===== config.mk =====
export PLATFORM = sky130hd
export DESIGN_NAME = dead_reckoning_pose_integrator_flat
export DESIGN_NICKNAME = d
export VERILOG_FILES = /design/src/hw/rtl/drpi_pkg.sv /design/src/hw/rtl/drpi_in_if.sv /design/src/hw/rtl/drpi_out_if.sv /design/src/hw/rtl/drpi_ctrl.sv /design/src/hw/rtl/drpi_datapath.sv /design/src/hw/rtl/dead_reckoning_pose_integrator.sv /design/src/flat_wrapper.sv
export VERILOG_INCLUDE_DIRS = /design/src /design/src/hw/rtl
export SDC_FILE = /design/constraint.sdc
export NUM_CORES = 2
export LEC_CHECK = 0
export ABC_AREA = 0
export ABC_CLOCK_PERIOD_IN_PS = 12600
export BUFFER_PORTS_ARGS = -buffer_cell sky130_fd_sc_hd__buf_2
export CAP_MARGIN = 30
export CORE_MARGIN = 2
export CORE_UTILIZATION = 34
export CTS_CLUSTER_DIAMETER = 200
export DETAILED_ROUTE_END_ITERATION = 8
export GPL_TIMING_DRIVEN = 0
export HOLD_SLACK_MARGIN = 0.06
export PLACE_DENSITY = 0.48
export SLEW_MARGIN = 20
export SYNTH_ARGS = -nofsm -noshare
export SYNTH_HDL_FRONTEND = slang
export SYNTH_SLANG_ARGS = --single-unit
export TNS_END_PERCENT = 100

===== constraint.sdc =====
create_clock -name clk -period 12.6 [get_ports clk]
set_input_delay 0.63 -clock clk [delete_from_list [all_inputs] [get_ports clk]]
set_output_delay 0.63 -clock clk [all_outputs]
set_load 0.005 [all_outputs]

===== src/hw/rtl/assert_macros.svh =====
// Assertion macros shared by the RTL of the pose integrator.
`ifndef ASSERT_MACROS_SVH
`define ASSERT_MACROS_SVH
`ifndef NO_ASSERTIONS
`define DRPI_ASSERT_IMP(label, clk, rst_n, ante, cons) \
    label: assert property (@(posedge clk) disable iff (!rst_n) (ante) |-> (cons)) \
        else $error("pose integrator assertion failed");
`define DRPI_ASSERT_NXT(label, clk, rst_n, ante, cons) \
    label: assert property (@(posedge clk) disable iff (!rst_n) (ante) |=> (cons)) \
        else $error("pose integrator assertion failed");
`else
`define DRPI_ASSERT_IMP(label, clk, rst_n, ante, cons)
`define DRPI_ASSERT_NXT(label, clk, rst_n, ante, cons)
`endif
`endif


===== src/hw/rtl/drpi_pkg.sv =====
// Types, constants and the arctangent table of the pose integrator.
package drpi_pkg;

    localparam int CORDIC_STEPS_DEF = 16;
    localparam int ATAN_IDX_W       = 5;
    localparam int CFG_IDX_W        = 1;
    localparam int CFG_DATA_W       = 16;
    localparam int XY_W             = 38;
    localparam int ANG_W            = 34;

    localparam logic [9:0]  SPIKE_RATIO_RST    = 10'd435;
    localparam logic [15:0] HEADING_OFFSET_RST = 16'd16384;
    localparam logic signed [XY_W-1:0] CORDIC_START = 38'sd652032874;

    typedef enum logic [CFG_IDX_W-1:0] {
        CFG_SPIKE_RATIO    = 1'b0,
        CFG_HEADING_OFFSET = 1'b1
    } cfg_reg_t;

    typedef enum logic [1:0] {
        ACT_SPEED  = 2'd0,
        ACT_ORIENT = 2'd1,
        ACT_TICK   = 2'd2,
        ACT_NONE   = 2'd3
    } action_t;

    typedef enum logic [4:0] {
        OP_NONE,
        OP_LOAD,
        OP_VEL,
        OP_QMUL,
        OP_VEC_INIT,
        OP_VEC_ITER,
        OP_YAW,
        OP_ROT_INIT,
        OP_ROT_ITER,
        OP_MUL_C,
        OP_MUL_S,
        OP_LO_X,
        OP_HI_X,
        OP_POS_X,
        OP_LO_Y,
        OP_HI_Y,
        OP_POS_Y,
        OP_EMIT
    } op_t;

    typedef enum logic [4:0] {
        ST_IDLE,
        ST_VEL,
        ST_QMUL,
        ST_VEC_INIT,
        ST_VEC_ITER,
        ST_YAW,
        ST_ROT_INIT,
        ST_ROT_ITER,
        ST_MUL_C,
        ST_MUL_S,
        ST_LO_X,
        ST_HI_X,
        ST_POS_X,
        ST_LO_Y,
        ST_HI_Y,
        ST_POS_Y,
        ST_EMIT
    } state_t;

    typedef struct packed {
        op_t                   op;
        logic [ATAN_IDX_W-1:0] step;
    } drpi_cmd_t;

    typedef struct packed {
        logic out_free;
    } drpi_status_t;

    // atan(2^-i) as a binary angle, 2^32 per full turn
    function automatic logic [31:0] atan_entry(input logic [ATAN_IDX_W-1:0] i);
        logic [31:0] r;
        begin
            case (i)
                5'd0:    r = 32'h20000000;
                5'd1:    r = 32'h12E4051E;
                5'd2:    r = 32'h09FB385B;
                5'd3:    r = 32'h051111D4;
                5'd4:    r = 32'h028B0D43;
                5'd5:    r = 32'h0145D7E1;
                5'd6:    r = 32'h00A2F61E;
                5'd7:    r = 32'h00517C55;
                5'd8:    r = 32'h0028BE53;
                5'd9:    r = 32'h00145F2F;
                5'd10:   r = 32'h000A2F98;
                5'd11:   r = 32'h000517CC;
                5'd12:   r = 32'h00028BE6;
                5'd13:   r = 32'h000145F3;
                5'd14:   r = 32'h0000A2FA;
                5'd15:   r = 32'h0000517D;
                5'd16:   r = 32'h000028BE;
                5'd17:   r = 32'h0000145F;
                5'd18:   r = 32'h00000A30;
                5'd19:   r = 32'h00000518;
                5'd20:   r = 32'h0000028C;
                5'd21:   r = 32'h00000146;
                5'd22:   r = 32'h000000A3;
                5'd23:   r = 32'h00000051;
                default: r = 32'h00000000;
            endcase
            return r;
        end
    endfunction

endpackage


===== src/hw/rtl/drpi_in_if.sv =====
// Request channel carrying sensor samples and integration ticks.
interface drpi_in_if;
    logic                     valid;
    logic                     ready;
    drpi_pkg::action_t        action;
    logic signed [15:0]       velocity;
    logic signed [15:0]       quat_w;
    logic signed [15:0]       quat_x;
    logic signed [15:0]       quat_y;
    logic signed [15:0]       quat_z;
    logic [15:0]              elapsed;

    modport source (output valid, action, velocity, quat_w, quat_x, quat_y, quat_z, elapsed,
                    input ready);
    modport sink (input valid, action, velocity, quat_w, quat_x, quat_y, quat_z, elapsed,
                  output ready);
endinterface


===== src/hw/rtl/drpi_out_if.sv =====
// Result channel carrying the integrated pose.
interface drpi_out_if;
    logic               valid;
    logic               ready;
    logic signed [47:0] position_x;
    logic signed [47:0] position_y;
    logic signed [15:0] speed_x;
    logic signed [15:0] speed_y;
    logic [15:0]        heading_angle;

    modport source (output valid, position_x, position_y, speed_x, speed_y, heading_angle,
                    input ready);
    modport sink (input valid, position_x, position_y, speed_x, speed_y, heading_angle,
                  output ready);
endinterface


===== src/hw/rtl/drpi_ctrl.sv =====
// Sequencer of the pose integrator: walks each request through the datapath.
module drpi_ctrl #(
    parameter int CORDIC_STEPS = drpi_pkg::CORDIC_STEPS_DEF
) (
    input  logic                   clk,
    input  logic                   rst_n,
    input  logic                   in_valid,
    input  drpi_pkg::action_t      in_action,
    output logic                   in_ready,
    output drpi_pkg::drpi_cmd_t    cmd,
    input  drpi_pkg::drpi_status_t status
);
    import drpi_pkg::*;

    localparam int CNT_W = $clog2(CORDIC_STEPS);
    localparam logic [CNT_W-1:0] ITER_LAST = CNT_W'(CORDIC_STEPS - 1);
    localparam logic [CNT_W-1:0] QMUL_LAST = CNT_W'(3);

    state_t             state_reg, state_next;
    logic [CNT_W-1:0]   cnt_reg, cnt_next;

    always_ff @(posedge clk or negedge rst_n)
    begin
        if (!rst_n)
        begin
            state_reg <= ST_IDLE;
            cnt_reg   <= '0;
        end
        else
        begin
            state_reg <= state_next;
            cnt_reg   <= cnt_next;
        end
    end

    always_comb
    begin
        state_next = state_reg;
        cnt_next   = cnt_reg;
        in_ready   = 1'b0;
        cmd.op     = OP_NONE;
        cmd.step   = ATAN_IDX_W'(cnt_reg);
        unique case (state_reg)
            ST_IDLE:
            begin
                in_ready = 1'b1;
                cnt_next = '0;
                if (in_valid)
                begin
                    cmd.op = OP_LOAD;
                    unique case (in_action)
                        ACT_SPEED:  state_next = ST_VEL;
                        ACT_ORIENT: state_next = ST_QMUL;
                        ACT_TICK:   state_next = ST_ROT_INIT;
                        ACT_NONE:   state_next = ST_IDLE;
                    endcase
                end
            end
            ST_VEL:
            begin
                cmd.op     = OP_VEL;
                state_next = ST_IDLE;
            end
            ST_QMUL:
            begin
                cmd.op = OP_QMUL;
                if (cnt_reg == QMUL_LAST)
                begin
                    cnt_next   = '0;
                    state_next = ST_VEC_INIT;
                end
                else
                begin
                    cnt_next = cnt_reg + 1'b1;
                end
            end
            ST_VEC_INIT:
            begin
                cmd.op     = OP_VEC_INIT;
                state_next = ST_VEC_ITER;
            end
            ST_VEC_ITER:
            begin
                cmd.op = OP_VEC_ITER;
                if (cnt_reg == ITER_LAST)
                begin
                    cnt_next   = '0;
                    state_next = ST_YAW;
                end
                else
                begin
                    cnt_next = cnt_reg + 1'b1;
                end
            end
            ST_YAW:
            begin
                cmd.op     = OP_YAW;
                state_next = ST_IDLE;
            end
            ST_ROT_INIT:
            begin
                cmd.op     = OP_ROT_INIT;
                state_next = ST_ROT_ITER;
            end
            ST_ROT_ITER:
            begin
                cmd.op = OP_ROT_ITER;
                if (cnt_reg == ITER_LAST)
                begin
                    cnt_next   = '0;
                    state_next = ST_MUL_C;
                end
                else
                begin
                    cnt_next = cnt_reg + 1'b1;
                end
            end
            ST_MUL_C:
            begin
                cmd.op     = OP_MUL_C;
                state_next = ST_MUL_S;
            end
            ST_MUL_S:
            begin
                cmd.op     = OP_MUL_S;
                state_next = ST_LO_X;
            end
            ST_LO_X:
            begin
                cmd.op     = OP_LO_X;
                state_next = ST_HI_X;
            end
            ST_HI_X:
            begin
                cmd.op     = OP_HI_X;
                state_next = ST_POS_X;
            end
            ST_POS_X:
            begin
                cmd.op     = OP_POS_X;
                state_next = ST_LO_Y;
            end
            ST_LO_Y:
            begin
                cmd.op     = OP_LO_Y;
                state_next = ST_HI_Y;
            end
            ST_HI_Y:
            begin
                cmd.op     = OP_HI_Y;
                state_next = ST_POS_Y;
            end
            ST_POS_Y:
            begin
                cmd.op     = OP_POS_Y;
                state_next = ST_EMIT;
            end
            ST_EMIT:
            begin
                // hold until the output register can take the pose
                if (status.out_free)
                begin
                    cmd.op     = OP_EMIT;
                    state_next = ST_IDLE;
                end
            end
            default:
            begin
                state_next = ST_IDLE;
            end
        endcase
    end

endmodule


===== src/hw/rtl/drpi_datapath.sv =====
// Datapath of the pose integrator: shared CORDIC, shared multiplier, pose state.
module drpi_datapath (
    input  logic                            clk,
    input  logic                            rst_n,
    input  drpi_pkg::drpi_cmd_t             cmd,
    output drpi_pkg::drpi_status_t          status,
    input  logic                            cfg_we,
    input  logic [drpi_pkg::CFG_IDX_W-1:0]  cfg_index,
    input  logic [drpi_pkg::CFG_DATA_W-1:0] cfg_data,
    input  logic signed [15:0]              in_velocity,
    input  logic signed [15:0]              in_quat_w,
    input  logic signed [15:0]              in_quat_x,
    input  logic signed [15:0]              in_quat_y,
    input  logic signed [15:0]              in_quat_z,
    input  logic [15:0]                     in_elapsed,
    output logic                            out_valid,
    input  logic                            out_ready,
    output logic signed [47:0]              out_position_x,
    output logic signed [47:0]              out_position_y,
    output logic signed [15:0]              out_speed_x,
    output logic signed [15:0]              out_speed_y,
    output logic [15:0]                     out_heading_angle
);
    import drpi_pkg::*;

    localparam logic signed [ANG_W-1:0] ANG_HALF  = 34'sd2147483648;
    localparam logic signed [ANG_W-1:0] ANG_QUART = 34'sd1073741824;
    localparam logic signed [33:0]      DEN_ONE   = 34'sd268435456;
    localparam logic signed [65:0]      HALF_LSB  = 66'sd536870912;

    function automatic logic signed [15:0] round_sat16(input logic signed [48:0] v);
        logic signed [48:0] s;
        logic signed [18:0] r;
        begin
            s = v + 49'sd536870912;
            r = s[48:30];
            if (r > 19'sd32767)
                return 16'sh7FFF;
            else if (r < -19'sd32768)
                return 16'sh8000;
            else
                return r[15:0];
        end
    endfunction

    function automatic logic signed [47:0] add_sat48(input logic signed [47:0] p,
                                                     input logic signed [35:0] d);
        logic signed [48:0] s;
        begin
            s = 49'(p) + 49'(d);
            if (s[48] != s[47])
                return s[48] ? {1'b1, 47'b0} : {1'b0, {47{1'b1}}};
            else
                return s[47:0];
        end
    endfunction

    // configuration and architectural state
    logic [9:0]          ratio_reg, ratio_next;
    logic [15:0]         offset_reg, offset_next;
    logic                seen_reg, seen_next;
    logic signed [15:0]  prev_reg, prev_next;
    logic signed [15:0]  speed_reg, speed_next;
    logic [15:0]         heading_reg, heading_next;
    logic signed [47:0]  posx_reg, posx_next;
    logic signed [47:0]  posy_reg, posy_next;
    logic                out_valid_reg, out_valid_next;

    // working registers
    logic signed [15:0]       vel_reg, qw_reg, qx_reg, qy_reg, qz_reg;
    logic [15:0]              dt_reg;
    logic signed [32:0]       acc_a_reg, acc_a_next, acc_b_reg, acc_b_next;
    logic signed [XY_W-1:0]   cx_reg, cx_next, cy_reg, cy_next;
    logic signed [ANG_W-1:0]  cz_reg, cz_next;
    logic                     skip_reg, skip_next, neg_reg, neg_next;
    logic signed [48:0]       pc_reg, pc_next, ps_reg, ps_next;
    logic [40:0]              lo_reg, lo_next;
    logic signed [65:0]       full_reg, full_next;
    logic signed [15:0]       sx_reg, sx_next, sy_reg, sy_next;
    logic signed [47:0]       opx_reg, opy_reg;
    logic signed [15:0]       osx_reg, osy_reg;
    logic [15:0]              ohd_reg;

    // shared multiplier
    logic signed [33:0]  mul_a;
    logic signed [17:0]  mul_b;
    logic signed [51:0]  mul_p;

    logic signed [XY_W-1:0]  dx, dy, c_full;
    logic signed [ANG_W-1:0] atan_ext;
    logic signed [26:0]      spike_lhs, spike_rhs;
    logic signed [33:0]      num_w, den_w;
    logic signed [ANG_W-1:0] rot_z;
    logic [31:0]             yaw_rnd;
    logic signed [65:0]      hi_ext;

    assign c_full    = neg_reg ? -cx_reg : cx_reg;
    assign dx        = cy_reg >>> cmd.step;
    assign dy        = cx_reg >>> cmd.step;
    assign atan_ext  = $signed({2'b00, atan_entry(cmd.step)});
    assign spike_lhs = $signed({{3{vel_reg[15]}}, vel_reg, 8'b0});
    assign spike_rhs = 27'(prev_reg) * $signed({17'b0, ratio_reg});
    assign num_w     = {acc_a_reg, 1'b0};
    assign den_w     = DEN_ONE - {acc_b_reg, 1'b0};
    assign rot_z     = 34'($signed({heading_reg, 16'b0}));
    assign yaw_rnd   = cz_reg[31:0] + 32'h0000_8000;
    assign hi_ext    = 66'($signed(mul_p[41:0]));
    assign mul_p     = 52'(mul_a) * 52'(mul_b);

    always_comb
    begin
        mul_a = '0;
        mul_b = '0;
        case (cmd.op)
            OP_QMUL:
            begin
                case (cmd.step[1:0])
                    2'd0:    begin mul_a = 34'(qw_reg); mul_b = 18'(qz_reg); end
                    2'd1:    begin mul_a = 34'(qx_reg); mul_b = 18'(qy_reg); end
                    2'd2:    begin mul_a = 34'(qy_reg); mul_b = 18'(qy_reg); end
                    default: begin mul_a = 34'(qz_reg); mul_b = 18'(qz_reg); end
                endcase
            end
            OP_MUL_C:
            begin
                mul_a = c_full[33:0];
                mul_b = 18'(speed_reg);
            end
            OP_MUL_S:
            begin
                mul_a = neg_reg ? -cy_reg[33:0] : cy_reg[33:0];
                mul_b = 18'(speed_reg);
            end
            OP_LO_X:
            begin
                mul_a = $signed({10'b0, pc_reg[23:0]});
                mul_b = $signed({2'b0, dt_reg});
            end
            OP_HI_X:
            begin
                mul_a = 34'($signed(pc_reg[48:24]));
                mul_b = $signed({2'b0, dt_reg});
            end
            OP_LO_Y:
            begin
                mul_a = $signed({10'b0, ps_reg[23:0]});
                mul_b = $signed({2'b0, dt_reg});
            end
            OP_HI_Y:
            begin
                mul_a = 34'($signed(ps_reg[48:24]));
                mul_b = $signed({2'b0, dt_reg});
            end
            default:
            begin
                mul_a = '0;
                mul_b = '0;
            end
        endcase
    end

    always_comb
    begin
        ratio_next     = ratio_reg;
        offset_next    = offset_reg;
        seen_next      = seen_reg;
        prev_next      = prev_reg;
        speed_next     = speed_reg;
        heading_next   = heading_reg;
        posx_next      = posx_reg;
        posy_next      = posy_reg;
        out_valid_next = out_valid_reg && !out_ready;
        acc_a_next     = acc_a_reg;
        acc_b_next     = acc_b_reg;
        cx_next        = cx_reg;
        cy_next        = cy_reg;
        cz_next        = cz_reg;
        skip_next      = skip_reg;
        neg_next       = neg_reg;
        pc_next        = pc_reg;
        ps_next        = ps_reg;
        lo_next        = lo_reg;
        full_next      = full_reg;
        sx_next        = sx_reg;
        sy_next        = sy_reg;

        if (cfg_we)
        begin
            case (cfg_index)
                CFG_SPIKE_RATIO:    ratio_next  = cfg_data[9:0];
                CFG_HEADING_OFFSET: offset_next = cfg_data[15:0];
                default:            ratio_next  = ratio_reg;
            endcase
        end

        case (cmd.op)
            OP_VEL:
            begin
                if (!seen_reg || (spike_lhs < spike_rhs))
                    speed_next = vel_reg;
                seen_next = 1'b1;
                prev_next = vel_reg;
            end
            OP_QMUL:
            begin
                case (cmd.step[1:0])
                    2'd0:    acc_a_next = mul_p[32:0];
                    2'd1:    acc_a_next = acc_a_reg + mul_p[32:0];
                    2'd2:    acc_b_next = mul_p[32:0];
                    default: acc_b_next = acc_b_reg + mul_p[32:0];
                endcase
            end
            OP_VEC_INIT:
            begin
                skip_next = (num_w == '0) && (den_w == '0);
                if (den_w < 0)
                begin
                    cx_next = -XY_W'(den_w);
                    cy_next = -XY_W'(num_w);
                    cz_next = ANG_HALF;
                end
                else
                begin
                    cx_next = XY_W'(den_w);
                    cy_next = XY_W'(num_w);
                    cz_next = '0;
                end
            end
            OP_VEC_ITER:
            begin
                // drive y toward zero, accumulate the angle
                if (!skip_reg)
                begin
                    if (cy_reg > 0)
                    begin
                        cx_next = cx_reg + dx;
                        cy_next = cy_reg - dy;
                        cz_next = cz_reg + atan_ext;
                    end
                    else
                    begin
                        cx_next = cx_reg - dx;
                        cy_next = cy_reg + dy;
                        cz_next = cz_reg - atan_ext;
                    end
                end
            end
            OP_YAW:
            begin
                heading_next = yaw_rnd[31:16] + offset_reg;
            end
            OP_ROT_INIT:
            begin
                cx_next = CORDIC_START;
                cy_next = '0;
                if (rot_z > ANG_QUART)
                begin
                    cz_next  = rot_z - ANG_HALF;
                    neg_next = 1'b1;
                end
                else if (rot_z < -ANG_QUART)
                begin
                    cz_next  = rot_z + ANG_HALF;
                    neg_next = 1'b1;
                end
                else
                begin
                    cz_next  = rot_z;
                    neg_next = 1'b0;
                end
            end
            OP_ROT_ITER:
            begin
                // drive the residual angle toward zero
                if (cz_reg >= 0)
                begin
                    cx_next = cx_reg - dx;
                    cy_next = cy_reg + dy;
                    cz_next = cz_reg - atan_ext;
                end
                else
                begin
                    cx_next = cx_reg + dx;
                    cy_next = cy_reg - dy;
                    cz_next = cz_reg + atan_ext;
                end
            end
            OP_MUL_C: pc_next = mul_p[48:0];
            OP_MUL_S: ps_next = mul_p[48:0];
            OP_LO_X:
            begin
                lo_next = mul_p[40:0];
                sx_next = round_sat16(pc_reg);
            end
            OP_HI_X:  full_next = (hi_ext <<< 24) + $signed({25'b0, lo_reg}) + HALF_LSB;
            OP_POS_X: posx_next = add_sat48(posx_reg, full_reg[65:30]);
            OP_LO_Y:
            begin
                lo_next = mul_p[40:0];
                sy_next = round_sat16(ps_reg);
            end
            OP_HI_Y:  full_next = (hi_ext <<< 24) + $signed({25'b0, lo_reg}) + HALF_LSB;
            OP_POS_Y: posy_next = add_sat48(posy_reg, full_reg[65:30]);
            OP_EMIT:  out_valid_next = 1'b1;
            default:  out_valid_next = out_valid_reg && !out_ready;
        endcase
    end

    always_ff @(posedge clk or negedge rst_n)
    begin
        if (!rst_n)
        begin
            ratio_reg     <= SPIKE_RATIO_RST;
            offset_reg    <= HEADING_OFFSET_RST;
            seen_reg      <= 1'b0;
            prev_reg      <= '0;
            speed_reg     <= '0;
            heading_reg   <= '0;
            posx_reg      <= '0;
            posy_reg      <= '0;
            out_valid_reg <= 1'b0;
        end
        else
        begin
            ratio_reg     <= ratio_next;
            offset_reg    <= offset_next;
            seen_reg      <= seen_next;
            prev_reg      <= prev_next;
            speed_reg     <= speed_next;
            heading_reg   <= heading_next;
            posx_reg      <= posx_next;
            posy_reg      <= posy_next;
            out_valid_reg <= out_valid_next;
        end
    end

    always_ff @(posedge clk)
    begin
        if (cmd.op == OP_LOAD)
        begin
            vel_reg <= in_velocity;
            qw_reg  <= in_quat_w;
            qx_reg  <= in_quat_x;
            qy_reg  <= in_quat_y;
            qz_reg  <= in_quat_z;
            dt_reg  <= in_elapsed;
        end
        if (cmd.op == OP_EMIT)
        begin
            opx_reg <= posx_reg;
            opy_reg <= posy_reg;
            osx_reg <= sx_reg;
            osy_reg <= sy_reg;
            ohd_reg <= heading_reg;
        end
        acc_a_reg <= acc_a_next;
        acc_b_reg <= acc_b_next;
        cx_reg    <= cx_next;
        cy_reg    <= cy_next;
        cz_reg    <= cz_next;
        skip_reg  <= skip_next;
        neg_reg   <= neg_next;
        pc_reg    <= pc_next;
        ps_reg    <= ps_next;
        lo_reg    <= lo_next;
        full_reg  <= full_next;
        sx_reg    <= sx_next;
        sy_reg    <= sy_next;
    end

    assign status.out_free   = !out_valid_reg || out_ready;
    assign out_valid         = out_valid_reg;
    assign out_position_x    = opx_reg;
    assign out_position_y    = opy_reg;
    assign out_speed_x       = osx_reg;
    assign out_speed_y       = osy_reg;
    assign out_heading_angle = ohd_reg;

endmodule


===== src/hw/rtl/dead_reckoning_pose_integrator.sv =====
// Top level of the planar dead-reckoning pose integrator.
// One request at a time: a velocity sample, an orientation sample or a tick
// is taken in idle and is walked through its states until the block is idle
// again. The datapath shares its work: the single CORDIC unit does one
// micro-rotation a cycle for both atan2 and sin/cos, and one shared 34x18
// multiplier forms the quaternion products, the speed-times-cos/sin products
// and the split velocity-times-time products. Only ticks return a result; the
// output register lets the next request enter while a pose waits to be taken.
`include "assert_macros.svh"
module dead_reckoning_pose_integrator #(
    parameter int CORDIC_STEPS = drpi_pkg::CORDIC_STEPS_DEF
) (
    input  logic                            clk,
    input  logic                            rst_n,
    input  logic                            cfg_we,
    input  logic [drpi_pkg::CFG_IDX_W-1:0]  cfg_index,
    input  logic [drpi_pkg::CFG_DATA_W-1:0] cfg_data,
    drpi_in_if.sink                         in,
    drpi_out_if.source                      out
);
    import drpi_pkg::*;

    drpi_cmd_t    cmd;
    drpi_status_t status;
    logic         in_ready;

    drpi_ctrl #(
        .CORDIC_STEPS (CORDIC_STEPS)
    ) u_ctrl (
        .clk       (clk),
        .rst_n     (rst_n),
        .in_valid  (in.valid),
        .in_action (in.action),
        .in_ready  (in_ready),
        .cmd       (cmd),
        .status    (status)
    );

    drpi_datapath u_datapath (
        .clk               (clk),
        .rst_n             (rst_n),
        .cmd               (cmd),
        .status            (status),
        .cfg_we            (cfg_we),
        .cfg_index         (cfg_index),
        .cfg_data          (cfg_data),
        .in_velocity       (in.velocity),
        .in_quat_w         (in.quat_w),
        .in_quat_x         (in.quat_x),
        .in_quat_y         (in.quat_y),
        .in_quat_z         (in.quat_z),
        .in_elapsed        (in.elapsed),
        .out_valid         (out.valid),
        .out_ready         (out.ready),
        .out_position_x    (out.position_x),
        .out_position_y    (out.position_y),
        .out_speed_x       (out.speed_x),
        .out_speed_y       (out.speed_y),
        .out_heading_angle (out.heading_angle)
    );

    assign in.ready = in_ready;

    `DRPI_ASSERT_NXT(a_busy_after_request, clk, rst_n, in.valid && in.ready && in.action != ACT_NONE, !in.ready)
    `DRPI_ASSERT_IMP(a_result_from_emit, clk, rst_n, $rose(out.valid), $past(cmd.op == OP_EMIT))
    `DRPI_ASSERT_IMP(a_load_on_accept, clk, rst_n, cmd.op == OP_LOAD, in.valid && in.ready)

endmodule


===== src/flat_wrapper.sv =====
// flat-port wrapper written by rule: the top's interface ports become plain ports
module dead_reckoning_pose_integrator_flat import drpi_pkg::*;
#(
    parameter int CORDIC_STEPS = drpi_pkg::CORDIC_STEPS_DEF
)
  (clk, rst_n, cfg_we, cfg_index, cfg_data, in_valid, in_action, in_velocity, in_quat_w, in_quat_x, in_quat_y, in_quat_z, in_elapsed, in_ready, out_valid, out_position_x, out_position_y, out_speed_x, out_speed_y, out_heading_angle, out_ready);
  drpi_in_if in_i ();
  drpi_out_if out_i ();
  input  logic clk;
  input  logic rst_n;
  input  logic cfg_we;
  input  logic [drpi_pkg::CFG_IDX_W-1:0] cfg_index;
  input  logic [drpi_pkg::CFG_DATA_W-1:0] cfg_data;
  input wire logic [$bits(in_i.valid)-1:0] in_valid;
  input wire logic [$bits(in_i.action)-1:0] in_action;
  input wire logic [$bits(in_i.velocity)-1:0] in_velocity;
  input wire logic [$bits(in_i.quat_w)-1:0] in_quat_w;
  input wire logic [$bits(in_i.quat_x)-1:0] in_quat_x;
  input wire logic [$bits(in_i.quat_y)-1:0] in_quat_y;
  input wire logic [$bits(in_i.quat_z)-1:0] in_quat_z;
  input wire logic [$bits(in_i.elapsed)-1:0] in_elapsed;
  output wire logic [$bits(in_i.ready)-1:0] in_ready;
  output wire logic [$bits(out_i.valid)-1:0] out_valid;
  output wire logic [$bits(out_i.position_x)-1:0] out_position_x;
  output wire logic [$bits(out_i.position_y)-1:0] out_position_y;
  output wire logic [$bits(out_i.speed_x)-1:0] out_speed_x;
  output wire logic [$bits(out_i.speed_y)-1:0] out_speed_y;
  output wire logic [$bits(out_i.heading_angle)-1:0] out_heading_angle;
  input wire logic [$bits(out_i.ready)-1:0] out_ready;
  assign in_i.valid = in_valid;
  assign in_i.action = in_action;
  assign in_i.velocity = in_velocity;
  assign in_i.quat_w = in_quat_w;
  assign in_i.quat_x = in_quat_x;
  assign in_i.quat_y = in_quat_y;
  assign in_i.quat_z = in_quat_z;
  assign in_i.elapsed = in_elapsed;
  assign in_ready = in_i.ready;
  assign out_valid = out_i.valid;
  assign out_position_x = out_i.position_x;
  assign out_position_y = out_i.position_y;
  assign out_speed_x = out_i.speed_x;
  assign out_speed_y = out_i.speed_y;
  assign out_heading_angle = out_i.heading_angle;
  assign out_i.ready = out_ready;
  dead_reckoning_pose_integrator #(.CORDIC_STEPS(CORDIC_STEPS)) u_core (.clk(clk), .rst_n(rst_n), .cfg_we(cfg_we), .cfg_index(cfg_index), .cfg_data(cfg_data), .in(in_i), .out(out_i));
endmodule

---- After elaboration in Yosys (flattened, before gate mapping) ----
Memory sizes are Yosys's and may differ from the RTL's.
Cells that the tools add are included.
storage, ports and cells
  flip-flop bits (word level) ............. 836
  ROM bits ................................ 960
  output and inout port bits .............. 146
  word-level logic and storage cells ...... 200
  memories kept ........................... 1
cells by class
  add/sub/neg operators ................... 24
  multiply operators ...................... 2
  order comparisons ....................... 10
  eq/ne operators ......................... 48
  shift-type cells ........................ 2
  multiplexer cells ....................... 47
  bitwise operators ....................... 2
  reductions and logical operators ........ 29
memory list
  name              words  bits a word  rd ports  clocked after Yosys merged registers in  wr ports  RTL line        text
  (name not given)  32     30           1         0                                        0         drpi_pkg.sv:81  case (i)
operators by type and width
  operator                  count
  $mux W38                  8
  $pmux W38 S4              2
  $mux W34                  7
  $pmux W34 S7              1
  $mux W48                  4
  $pmux W34 S4              1
  $pmux W33 S2              2
  $pmux W34 S3              1
  $add A48 B36 Y49          2
  $add A49 B31 Y49 const B  2
  $pmux W5 S17              1
  $eq A5 B4 Y1 const B      16
  $add A38 B38 Y38          2
  $neg A34 Y38              2
  $sshr A38 B4 Y38          2
  $sub A38 B38 Y38          2
  $pmux W5 S15              1
  $logic_not A34 Y1         2
  $neg A34 Y34              2
  $add A33 B33 Y33          2
  $add A66 B31 Y66 const B  1
  $add A66 B42 Y66          1
  $pmux W18 S3              1
  $mul A34 B18 Y49          1
  other kinds (49)          98

---- Logic depth before layout (Yosys ltp) ----
  depth in word-level cells ............... 10
  depth in mapped cells ................... 45
  depth with buffers taken out ............ 41

---- Cells and area by module ----
From an unflattened synthesis, not the netlist that was laid out.
unflattened totals
  cells, all modules ...................... 9302
  area, all modules ....................... 85284.3 µm²
by module, submodules not included
  module         instances  cells an instance  area an instance (µm²)
  drpi_datapath  1          9211               84548.6
  drpi_ctrl      1          91                 735.7

---- Worst setup path before layout ----
No wires, ideal clock.
  path kind ............................... flip-flop to flip-flop
  from .................................... reg u_core.u_ctrl.cnt_reg[0]
  to ...................................... reg u_core.u_datapath.acc_a_reg[31], data pin
  library setup time ...................... 0.270 ns
  data arrival time ....................... 11.064 ns
  setup slack ............................. 1.266 ns
  cell stages (with the launch flop) ...... 41
  path buffers ............................ 6
  cell sequence ........................... dfrtp_1 -> clkbuf_1 -> buf_1 -> clkinv_1 -> clkbuf_1 -> ha_1 -> clkbuf_1 -> clkbuf_1 -> mux2i_1 -> nor2_1 -> a221oi_1 -> clkbuf_1 -> nor2_1 -> fa_1 -> inv_1 -> fa_1 -> fa_1 -> fa_1 -> (+5 left out) -> ha_1 -> a21o_1 -> a31oi_1 -> a21o_1 -> o21ai_0 -> a31oi_1 -> ha_1 -> a211o_1 -> a211oi_1 -> nand3_1 -> a211o_1 -> nand4_1 -> a31oi_1 -> and4_1 -> a2111oi_0 -> a21oi_1 -> xnor2_1 -> a21oi_1
on the way
  word-level cells in the longest chain between the ends .. 7
RTL lines
  item                                                 RTL line              text
  start, declared                                      drpi_ctrl.sv:20       logic [CNT_W-1:0] cnt_reg, cnt_next;
  start signal, assigned                               drpi_ctrl.sv:32       cnt_reg <= cnt_next;
  $eq A2 B2 Y1 / $eq A2 B1 Y1 (equally long branches)  drpi_datapath.sv:117  case (cmd.step[1:0])
  $reduce_or A2 Y1 (no line)                           -
  $mux W18                                             drpi_datapath.sv:117
  $pmux W18 S3                                         drpi_datapath.sv:114  case (cmd.op)
  $mul A34 B18 Y49 (*)                                 drpi_datapath.sv:108  assign mul_p = 52'(mul_a) * 52'(mul_b);
  net u_core.u_datapath.mul_p[14]                      drpi_datapath.sv:87   logic signed [51:0] mul_p;
  $add A33 B33 Y33 (*)                                 drpi_datapath.sv:208  2'd1: acc_a_next = acc_a_reg + mul_p[32:0];
  $pmux W33 S2 (*)                                     drpi_datapath.sv:206  case (cmd.step[1:0])
  end signal, assigned                                 drpi_datapath.sv:356  acc_a_reg <= acc_a_next;
  end, declared                                        drpi_datapath.sv:72   logic signed [32:0] acc_a_reg, acc_a_next, acc_b_reg, acc_b_next;
The timed path passes the listed nets; every way through them passes the cells marked *.
A chain may end at the register's enable or synchronous reset.

---- Worst setup path after layout ----
  from .................................... reg u_core.u_ctrl.cnt_reg[0]
  to ...................................... reg u_core.u_datapath.acc_b_reg[31], data pin
on the way
  word-level cells in the longest chain between the ends .. 7
RTL lines
  item                                                 RTL line              text
  $eq A2 B2 Y1 / $eq A2 B1 Y1 (equally long branches)  drpi_datapath.sv:117
  $reduce_or A2 Y1 (no line)                           -
  $mux W18                                             drpi_datapath.sv:117
  $pmux W18 S3                                         drpi_datapath.sv:114
  $mul A34 B18 Y49 (*)                                 drpi_datapath.sv:108
  net u_core.u_datapath.mul_p[20]                      drpi_datapath.sv:87
  $add A33 B33 Y33 (*)                                 drpi_datapath.sv:210  default: acc_b_next = acc_b_reg + mul_p[32:0];
  $pmux W33 S2 (*)                                     drpi_datapath.sv:206
  end signal, assigned                                 drpi_datapath.sv:357  acc_b_reg <= acc_b_next;
  end, declared                                        drpi_datapath.sv:72
Marks and branches as above.

==> results.sh <==
export IMPL_hold_ws_ns=0.0971
export IMPL_fp_dieW_um=503
export IMPL_endpoint_kind="register"
export IMPL_grt_start_max_net_pins=81
export IMPL_cts_sinks=782
export IMPL_worstMarginPinSlew_ns=1.13
export IMPL_drtAntennaViolNets=0
export IMPL_num_io_pins=266
export IMPL_synth_edf_count=601
export IMPL_overflow=0
export IMPL_htree_num_levels=3
export IMPL_port_buffers=265
export IMPL_clockBufferDepth=3
export IMPL_fin_crit_ns=12.08
export IMPL_cts_tree="done"
export IMPL_relSlewSlack=0.245
export IMPL_status="finished clean"
export IMPL_drtIter0Drc=6538
export IMPL_synth_seq_cells=782
export IMPL_netlist_area_um2=84800
export IMPL_core_area_um2=248000
export IMPL_start_util=0.342
export IMPL_fin_skew_ns=0.0882
export IMPL_nNetsFinal=11378
export IMPL_fmax_ghz=0.0828
export IMPL_num_rows=183
export IMPL_synth_largest_area_cell="edfxtp_1"
export IMPL_ys_async_sr_fraction=0.231
export IMPL_ys_types=105
export IMPL_root_buffer="clkbuf_16"
export IMPL_min_from="in_velocity[14]"
export IMPL_slowest_stage="o21ai_1"
export IMPL_syn_num_nets=10830
export IMPL_num_vias=74131
export IMPL_ys_warn_count=0
export IMPL_rsz0062_at_grt="false"
export IMPL_totalWireLength_um=351000
export IMPL_synth_area_per_cell_um2=9.06
export IMPL_path_clk_slew_ns=0.06
export IMPL_crit_type="reg -> reg"
export IMPL_drv_cap=0
export IMPL_reg2reg_from="u_core.u_ctrl.cnt_reg[0]"
export IMPL_finalHoldViolCount=0
export IMPL_setup_viol=0
export IMPL_startpoint_type="register"
export IMPL_gp_congestion=0.978
export IMPL_die_y_um=503
export IMPL_fin_ws_ns=0.524
export IMPL_grt_pass1_vias=73663
export IMPL_pre_cts_ws_ns=-2.38
export IMPL_max_stage_delay_ns=0.58
export IMPL_antenna_found_initial=21
export IMPL_track_usage=0.274
export IMPL_synth_area_leaders="edfxtp_1, fa_1, ha_1"
export IMPL_vias_per_cell=5.56
export IMPL_crit_arrival_ns=12.59
export IMPL_crit_start="u_core.u_ctrl.cnt_reg[0]"
export IMPL_grt_first_pass_wirelength_um=509000
export IMPL_critPathMaxFanout=11
export IMPL_drive_above_1_share=0.0982
export IMPL_min_period_over_period=0.958
export IMPL_required_ns=13.11
export IMPL_report_final_slew_viol_count=0
export IMPL_clk_latency_ns=0.80
export IMPL_syn_to_final_growth_pct=13.8
export IMPL_wl_per_cell_um=26.4
export IMPL_first_pass_iters=7
export IMPL_totalNegativeSetupSlack_ns=0
export IMPL_die_area_um2=253000
export IMPL_final_area_um2=96500
export IMPL_place_hpwl_um=286000
export IMPL_crit_top_cell="fa_1"
export IMPL_holdCritPathClass="in -> reg"
export IMPL_drcViolationCount=0
export IMPL_synthFlopType="edfxtp_1"
export IMPL_ys_seq_area_frac=0.266
export IMPL_netlist_area_leader_share=0.213
export IMPL_syn_inst=9354
export IMPL_cts_made_buffers=96
export IMPL_placed_cell_area_um2=91800
[cell usage in the layout, fill, tap and decap left out, drive strengths merged, types with 43 or more instances in the layout]
cell type and instances:
nand2b 94, o31ai 58, buf 443, nor4 43
o22ai 75, nor2b 51, xor2 205, dlygate4sd3 73
mux2 97, a21o 158, o21bai 85, xnor2 272
a211oi 72, nand2 1078, mux2i 80, nand3 145
inv 1075, clkbuf 510, nor3 136, a221oi 52
o211ai 44, or3 57, a22oi 62, a21oi 548
clkinv 44, nor2 759, o21a 99, ha 638
dfrtp 174, o21ai 596, fa 718, and2 186
edfxtp 601
[synthesized netlist by cell type, types with 39 or more instances]
cell type  count
clkbuf_1     392
nor4_1        40
ha_1         638
nand2_1     1078
o211ai_1      44
o21bai_1      85
or3_1         54
nand4_1       41
a221oi_1      52
a221o_1       41
mux2i_1       80
nor3_1       134
xor2_1       205
xnor2_1      271
o221ai_1      39
a21o_1       158
nand3_1      145
a21oi_1      548
edfxtp_1     601
a211oi_1      71
fa_1         718
nor2_1       757
o21a_1        99
buf_1         41
a31oi_1       42
o22ai_1       75
and2_1       185
o21ai_0      586
a22oi_1       62
mux2_2        97
o31ai_1       57
nor2b_1       51
nand2b_1      94
dfrtp_1      174
inv_1       1073
[metal layers]
metal  GRT usage  routed length, um
met5           0                  0
met4       0.116              17200
met3      0.0392              22400
met2       0.428             156000
met1       0.378             156000
[kinds of logic after synthesis]
logic type | synth area share
fa+ha+maj | 0.264
buf+inv | 0.0678
simple gates | 0.147
flops | 0.266
mux | 0.0324
xor+xnor | 0.0494
compound gates | 0.173
[stage by stage]
stage                      util  cells
after detailed placement  0.370  13041
final                     0.389  13327
after floorplan               -   9354
after CTS                 0.387  13294
after global routing      0.389  13317
after global placement    0.364  12949
[worst max-delay path: cells and delay by family, from the launching register on]
family                   cells  cell delay [ns]
AO/OA/AOI/OAI               15             3.69
flip-flops                   1             0.40
XOR/XNOR                     1             0.17
AND/OR/NAND/NOR              7             1.34
buffers and inverters       10             2.05
adder cells (fa/ha/maj)      9             4.12
[cell type report]
cell class	count	area [um2]
tap	3330	4170
multi-input combinational	7047	57100
buffer	438	1790
clock inverter	54	646
clock buffer	128	2610
timing repair buffer	460	3450
antenna	11	27.5
sequential	782	22600
inverter	1077	4050
fill	25292	152000
[repair_timing]
item                                    CTS  global route
endpoints found under the setup margin  119            39
buffers inserted                          4            18
hold buffers                             73             0
gates resized for setup                  65            85
gates cloned                              0             0
pin swaps                                 5            11
hold endpoints to repair                104             0
[worst paths after layout]
path | to | slack [ns] | depth (start not counted)
max | u_core.u_datapath.acc_b_reg[31] | 0.52 | 42
min | u_core.u_datapath.vel_reg[14] | 0.1 | 1
max reg2reg | u_core.u_datapath.acc_b_reg[31] | 0.52 | 42
min reg2reg | u_core.u_datapath.out_speed_y[8] | 0.41 | 0
max in group asynchronous | u_core.u_datapath.posx_reg[11] | 11.01 | 4
min in group asynchronous | u_core.u_datapath.offset_reg[4] | 0.33 | 2
Power is not shown: default switching activity piles up to over one toggle a cycle in this logic, so the estimate is an artifact.
